`src/sv/ecri_pkg.sv`:
```
// Shared types, constants and register codes for the ellipse center-ray intersect block.
package ecri_pkg;

    localparam int FRAC_BITS   = 16;
    localparam int QDEPTH      = 4;
    localparam int QPTR_W      = 2;
    localparam int QCNT_W      = 3;
    localparam int SQRT_STAGES = 32;
    localparam int DIV_STAGES  = 32;

    localparam logic [30:0] AXIS_ONE = 31'd1 << FRAC_BITS;

    // Register indexes (word address)
    localparam logic [1:0] REG_CX = 2'd0;
    localparam logic [1:0] REG_CY = 2'd1;
    localparam logic [1:0] REG_AX = 2'd2;
    localparam logic [1:0] REG_AY = 2'd3;

    typedef struct packed {
        logic signed [31:0] point_x;
        logic signed [31:0] point_y;
    } point_t;

    typedef struct packed {
        logic               hit_valid;
        logic signed [31:0] hit_x;
        logic signed [31:0] hit_y;
    } hit_t;

    typedef struct packed {
        logic [31:0] cx;
        logic [31:0] cy;
        logic [30:0] ax;
        logic [30:0] ay;
    } cfg_t;

    // Classified item between front and back
    typedef struct packed {
        logic [31:0] dxm;
        logic [31:0] dym;
        logic        up;
        logic        inv;
    } mid_t;

    // Fields carried alongside the final divide
    typedef struct packed {
        logic [31:0] cx;
        logic [31:0] cy;
        logic        up;
        logic        inv;
    } fin_t;

    // Fields carried alongside the square root
    typedef struct packed {
        fin_t        fin;
        logic [61:0] au;
        logic [61:0] bv;
    } sq_side_t;

endpackage

```
`src/sv/ecri_front.sv`:
```
// Front part: classifies each point against the center and queues it for the back part.
module ecri_front
    import ecri_pkg::*;
(
    input  logic   clk,
    input  logic   rst_n,
    input  cfg_t   cfg,
    input  logic   push,
    input  point_t point,
    output logic   full,
    input  logic   mid_pop,
    output logic   mid_empty,
    output mid_t   mid
);

    logic [32:0] dx;
    logic [32:0] dy;
    mid_t        cls;
    mid_t        q_mem [0:QDEPTH-1];
    logic [QPTR_W-1:0] wr_ptr_reg, wr_ptr_next;
    logic [QPTR_W-1:0] rd_ptr_reg, rd_ptr_next;
    logic [QCNT_W-1:0] cnt_reg, cnt_next;
    logic        wr;

    // Offsets from the center, magnitudes and direction of the hit
    always_comb
    begin
        dx = {point.point_x[31], point.point_x} - {cfg.cx[31], cfg.cx};
        dy = {point.point_y[31], point.point_y} - {cfg.cy[31], cfg.cy};
        cls.dxm = dx[32] ? 32'(-dx) : dx[31:0];
        cls.dym = dy[32] ? 32'(-dy) : dy[31:0];
        cls.up  = dx[32] ? dy[32] : (!dy[32] && (dy != 33'd0));
        cls.inv = (dx == 33'd0) && (dy == 33'd0);
    end

    // Short queue toward the back part
    assign full      = (cnt_reg == QCNT_W'(QDEPTH));
    assign mid_empty = (cnt_reg == '0);
    assign mid       = q_mem[rd_ptr_reg];
    assign wr        = push && !full;

    always_comb
    begin
        wr_ptr_next = wr ? wr_ptr_reg + 1'b1 : wr_ptr_reg;
        rd_ptr_next = mid_pop ? rd_ptr_reg + 1'b1 : rd_ptr_reg;
        cnt_next    = cnt_reg + QCNT_W'(wr) - QCNT_W'(mid_pop);
    end

    always_ff @(posedge clk or negedge rst_n)
    begin
        if (!rst_n)
        begin
            wr_ptr_reg <= '0;
            rd_ptr_reg <= '0;
            cnt_reg    <= '0;
        end
        else
        begin
            wr_ptr_reg <= wr_ptr_next;
            rd_ptr_reg <= rd_ptr_next;
            cnt_reg    <= cnt_next;
        end
    end

    always_ff @(posedge clk)
    begin
        if (wr)
        begin
            q_mem[wr_ptr_reg] <= cls;
        end
    end

endmodule

```
`config.mk`:
```
export PLATFORM = sky130hd
export DESIGN_NAME = ecri_front
export DESIGN_NICKNAME = d
export VERILOG_FILES = /design/src/sv/ecri_pkg.sv /design/src/sv/ecri_front.sv
export SDC_FILE = /design/constraint.sdc
export NUM_CORES = 1
export LEC_CHECK = 0
export ABC_AREA = 1
export ABC_CLOCK_PERIOD_IN_PS = 5100
export BUFFER_PORTS_ARGS = -buffer_cell sky130_fd_sc_hd__buf_4
export CORE_MARGIN = 3
export CORE_UTILIZATION = 55
export CTS_CLUSTER_SIZE = 40
export DETAILED_ROUTE_END_ITERATION = 8
export PLACE_DENSITY = 0.77
export SLEW_MARGIN = 10
export SYNTH_ARGS = -nofsm -noshare
export SYNTH_HDL_FRONTEND = slang
export SYNTH_SLANG_ARGS = --single-unit
```
`constraint.sdc`:
```
create_clock -name clk -period 5.1 [get_ports clk]
set_input_delay 1.02 -clock clk [delete_from_list [all_inputs] [get_ports clk]]
set_output_delay 1.02 -clock clk [all_outputs]
set_load 0.05 [all_outputs]
```
==> reports/qor.yml, run 1 <==
setup_path:
  reg2regPathDepth: 8
  startpoint: "rd_ptr_reg[0]"
  worstSetupPathType: "flip-flop to output port"
  regToRegEndpoint: "cnt_reg[2]"
  worstSetupEndpoint: "mid[41]"
  critPathArrivalTime_ps: 3360
  path_cells: "clkinv_2, buf_4, o21ai_0, o22ai_1, buf_4"
  cpMostUsedCell: "buf_4"
  start_kind: "flip-flop"
  required_ps: 4080
  cp_max_fo: 60
  cp-end-kind: "output port"
  crit_path_max_incr_delay_ps: 840
  crit_slowest_cell: "dfrtp_4"
  r2r_slack_ps: 2230
  r2r-start: "cnt_reg[1]"
clocking:
  cts_buffers: 27
  clock_latency_ps: 530
  htree_levels: 1
  cts_setup_buffers: 0
  cts.reportedPaths.clkPinSlew_ps: 60
  cts_buffer_depth: 3
  postCtsResizedCells: 0
  cts-root-buf: "clkbuf_16"
  cts-hold-fix-buffers: 0
  clock_sinks: 271
  cts_tree: "yes"
timing:
  rsz0062_at_grt: "no"
  slew_headroom_pct: 27.8
  post-route-period-util_pct: 86.0
  tightest_slew_ps: 1080
  setup_viol: 0
  skew_ps: 11.3
  final_max_slew_viol_count: 0
  fin_crit_ps: 4380
  fmax_mhz: 228
  final.setup.tns_ps: 0
  hold_viol: 0
finish:
  fin_util_pct: 64.6
  area_growth_pct: 15.4
  drive_gt1_share_pct: 12.8
  mostFrequentLayoutCells: "nand2_1, inv_1, nor2_1"
  fin_nets: 2785
  nFillCells: 2792
  antenna_cells: 0
  stdcell_area_mm2: 0.0205
  layout_commonest_cell: "nand2_1"
  largest_reg_flops: 264
drt:
  ant_nets: 0
  drc: 0
  drtPass1Iterations: 5
  routed_wirelength_um: 45400
  wl_per_cell_um: 15.5
  first_iter_violations: 1056
  num_vias: 15552
  post_drt_via_cell_ratio: 5.30
min_path:
  hold_path_class: "input pin to async pin"
grt:
  grt_pass1_wl_um: 72800
  grt_pass1_vias: 14746
  globalRouteOverflowTotal: 0
  antenna_found_initial: 0
  gr-usage-all-layers_pct: 26.1
  grt_max_degree: 77
synthesis:
  ys_seq_area_share_pct: 45.7
  yosysTopAreaCell: "edfxtp_1"
  synth.avg_cell_area_um2: 7.64
  ys_types: 35
  netlist_area_mm2: 0.0177
  ys_top_cells_by_area: "edfxtp_1, nand2_1, inv_1"
  synth_warnings: 0
  synth_top_area_share_pct: 44.7
  synth_fp_nets: 2594
  synthCells: 2323
  synth-seq-cells: 271
floorplan:
  core_region_area_mm2: 0.0317
  rows: 65
  io_pins: 262
  die_h_um: 186
  initial_core_util_pct: 56.0
  dieArea_mm2: 0.0345
  die_x_um: 186
placement:
  portBuffers: 199
  placed_cell_area_mm2: 0.0197
  place_congestion: 0.959
  dp_hpwl_um: 34100
run:
  cap_violations: 0
power:
  report.power.total_mw: 10.5
  leakagePower_nw: 9.72
  powerDensity_mw_per_mm2: 513
  ir_drop_uv: 492
outcome:
  run_status: "complete, no violations"
-- worst max-delay path: cells and delay by family (launching register included) --
family | cells | cell delay (ps)
AO/OA/AOI/OAI | 2 | 420
flip-flops | 1 | 840
buffers and inverters | 3 | 1540
-- routing by layer --
metal	routed length, µm	GRT usage [%]
met3	2910	3.73
met4	790	5.42
met2	21100	44.3
met5	0	0
met1	20600	36.3
-- worst min-delay path by stage --
stage,startpoint,endpoint
2_1_floorplan,cnt_reg[0],cnt_reg[0]
3_3_place_gp,cnt_reg[0],cnt_reg[0]
3_5_place_dp,cnt_reg[0],cnt_reg[0]
4_1_cts,rst_n,rd_ptr_reg[1]
5_1_grt,rst_n,rd_ptr_reg[1]
6_report,rst_n,wr_ptr_reg[0]
-- cell families (layout without fill, tap and decap cells) --
kind of cell | after synthesis | in the layout | synth area share [%]
AND/OR/NAND/NOR | 1228 | 1228 | 29.0
buffers and inverters | 437 | 649 | 9.38
flip-flops | 271 | 271 | 45.7
AO/OA/AOI/OAI | 264 | 264 | 8.16
adder cells (fa/ha/maj) | 77 | 77 | 5.56
XOR/XNOR | 46 | 46 | 2.27
-- Yosys cell counts (all sizes together) --
master and instances:
nand3 130, fa 3, nor3 24, nand3b 21, buf 8, nand2 713
nand4 26, xnor2 10, o21bai 5, or2 1, o22ai 66, and2 8
edfxtp 264, o21ai 146, nor2 305, ha 74, dfrtp 7, xor2 36
o211ai 2, inv 387, clkbuf 42, a21oi 45
-- report_power, final --
part           internal (mW)  switching (mW)  total, mW  leakage (nW)
registers               3.19           0.193       3.38          2.49
logic                   1.42            3.90       5.31          6.84
clock network          0.983           0.817       1.80         0.388
-- stage by stage --
stage | std cells | setup slack, ps | hold WS [ps]
finish | 2937 | 715 | 289
global route | 2937 | 421 | 275
CTS | 2937 | 698 | 268
detailed placement | 2887 | 861 | 571
global placement | 2887 | 959 | 546
floorplan | 2323 | 622 | 524
-- area by class of cell --
type	count	area (µm²)	share of cell area, %
clock inverters	16	96.3	0.470
flip-flops and latches	271	8110	39.6
well taps	402	503	2.46
multi-input cells	1615	8010	39.1
inverters	387	1450	7.10
clock buffers	34	702	3.43
repair buffers	212	1600	7.83
(Power assumes the default switching activity.)
==> inputs of run 2 (changes only) <==
- PLACE_DENSITY: 0.77 -> 0.84
==> reports/qor.yml, run 2 (synthesis results as in run 1) <==
outcome:
  run_status: "complete, no violations"
timing:
  final_max_slew_viol_count: 0  # unchanged
  skew_ps: 8.74  # -2.54 ps
  rsz0062_at_grt: "no"
  setup_viol: 0  # unchanged
  slew_headroom_pct: 26.9  # -0.83 points
  tightest_slew_ps: 1090  # +12.4 ps
  setup_ws_ps: 931  # +215 ps
  final.setup.tns_ps: 0  # unchanged
  post-route-period-util_pct: 81.8  # -4.2 points
  hold_viol: 0  # unchanged
  fin_crit_ps: 4170  # -215 ps
  fmax_mhz: 240  # +5.2%
clocking:
  cts_setup_buffers: 0  # unchanged
  cts_buffer_depth: 3  # unchanged
  cts_buffers: 26  # -3.7%
  clock_sinks: 271  # unchanged
  cts-root-buf: "clkbuf_16"
  postCtsResizedCells: 0  # unchanged
  clock_latency_ps: 540  # about the same
  cts.reportedPaths.clkPinSlew_ps: 60  # about the same
  cts-hold-fix-buffers: 0  # unchanged
  cts_tree: "yes"
  htree_levels: 1  # unchanged
drt:
  post_drt_via_cell_ratio: 5.37  # +1.3%
  drc: 0  # unchanged
  ant_nets: 0  # unchanged
  first_iter_violations: 1380  # +31%
  routed_wirelength_um: 45700  # +0.71%
  drtPass1Iterations: 6  # +1
  num_vias: 15706  # +0.99%
  wl_per_cell_um: 15.6  # +1.1%
power:
  p_sw_share_pct: 46.1  # -0.69 points
  seqPwrFrac_pct: 31.9  # -0.3 points
  leakagePower_nw: 9.72  # about the same
  ir_drop_uv: 609  # +24%
  combPwrFrac_pct: 50.1  # -0.5 points
  powerDensity_mw_per_mm2: 518  # +1.0%
  power.share.clock_pct: 18.0  # +0.9 points
  internal_power_mw: 5.73  # +2.5%
  switchingPower_mw: 4.89  # -0.28%
floorplan:
  core_region_area_mm2: 0.0317  # unchanged
  die_x_um: 186  # unchanged
  io_pins: 262  # unchanged
  initial_core_util_pct: 56.0  # unchanged
  die_h_um: 186  # unchanged
  rows: 65  # unchanged
  dieArea_mm2: 0.0345  # unchanged
finish:
  area_growth_pct: 15.6
  drive_gt1_share_pct: 12.6  # -0.27 points
  mostFrequentLayoutCells: "nand2_1, inv_1, nor2_1"
  largest_reg_flops: 264  # unchanged
  antenna_cells: 0  # unchanged
  layout_commonest_cell: "nand2_1"
  fin_nets: 2780  # -0.18%
setup_path:
  crit_slowest_cell: "dfrtp_4"
  path_cells: "clkinv_2, buf_12, o21ai_0, o22ai_1, buf_4"
  start_kind: "flip-flop"
  cp-end-kind: "output port"
  critPathArrivalTime_ps: 3150  # -210 ps
  cp_max_fo: 96  # +60%
  crit_path_max_incr_delay_ps: 860  # +20 ps
  worstSetupPathType: "flip-flop to output port"
  required_ps: 4080  # about the same
placement:
  place_congestion: 0.947  # -1.3%
  pre_cts_ws_ps: 964  # +102 ps
  dp_hpwl_um: 33900  # -0.48%
  portBuffers: 199  # unchanged
grt:
  grt_max_degree: 97  # +26%
  globalRouteOverflowTotal: 0  # unchanged
  antenna_found_initial: 1  # +1
  grt_pass1_vias: 14862  # +0.79%
  grt_pass1_wl_um: 72000  # -1.1%
  gr-usage-all-layers_pct: 26.0  # -0.16 points
run:
  cap_violations: 0  # unchanged
min_path:
  hold_path_class: "input pin to async pin"
==> run 2: area by class of cell <==
| class | count | area (µm²) |
|---|---|---|
| sequential | 271 | 8110 |
| tap | 402 | 503 |
| timing repair buffer | 208 | 1600 |
| fill | 2650 | 11200 |
| clock buffer | 32 | 673 |
| clock inverter | 12 | 165 |
| multi-input combinational | 1615 | 8010 |
| inverter | 387 | 1450 |
==> run 2: final timing paths <==
check / startpoint / endpoint / slack, ps / cells after the start
worst max-delay path: rd_ptr_reg[0] / mid[46] / 930 / 5
worst max register to register: cnt_reg[1] / cnt_reg[2] / 2220 / 8
min in group clk: cnt_reg[0] / cnt_reg[0] / 570 / 1
max in group asynchronous: rst_n / rd_ptr_reg[0] / 4670 / 1
worst min register to register: cnt_reg[0] / cnt_reg[0] / 570 / 1
worst min-delay path: rst_n / cnt_reg[1] / 290 / 1
==> run 2: metrics by stage <==
| step | instance area (µm²) | total power, mW | hold WS (ps) | instances | utilization [%] |
|---|---|---|---|---|---|
| after floorplan | 17700 | 7.05 | 524 | 2323 | - |
| after CTS | 20500 | 10.6 | 272 | 2927 | 64.7 |
| after global routing | 20500 | 11.2 | 281 | 2927 | 64.7 |
| final | 20500 | 10.6 | 292 | 2927 | 64.7 |
| after global placement | 19700 | 8.56 | 546 | 2883 | 62.0 |
| after detailed placement | 19700 | 8.72 | 559 | 2883 | 62.0 |
==> run 2: power groups by stage <==
stage	Sequential, mW	Clock, mW	Combinational, mW
finish	3.39	1.91	5.32
global route	3.42	2.02	5.73
CTS	3.38	1.93	5.33
detailed placement	3.42	0	5.30
global placement	3.39	0	5.17
floorplan	3.35	0	3.70
==> run 2: critical path, delay by kind of cell (launching register included) <==
kind                   cells  cell delay [ps]
buffers and inverters      3             1270
DFF                        1              860
AOI/OAI and AO/OA          2              430
==> run 2: layer usage <==
layer  vias up  global-route usage (%)  part of all wire [%]
met5         -                       0                     0
li1       7859                       -                     -
met3        81                    3.19                   6.8
met4         0                    7.98                   2.6
met1      7196                    35.1                    43
met2       570                    44.3                    48
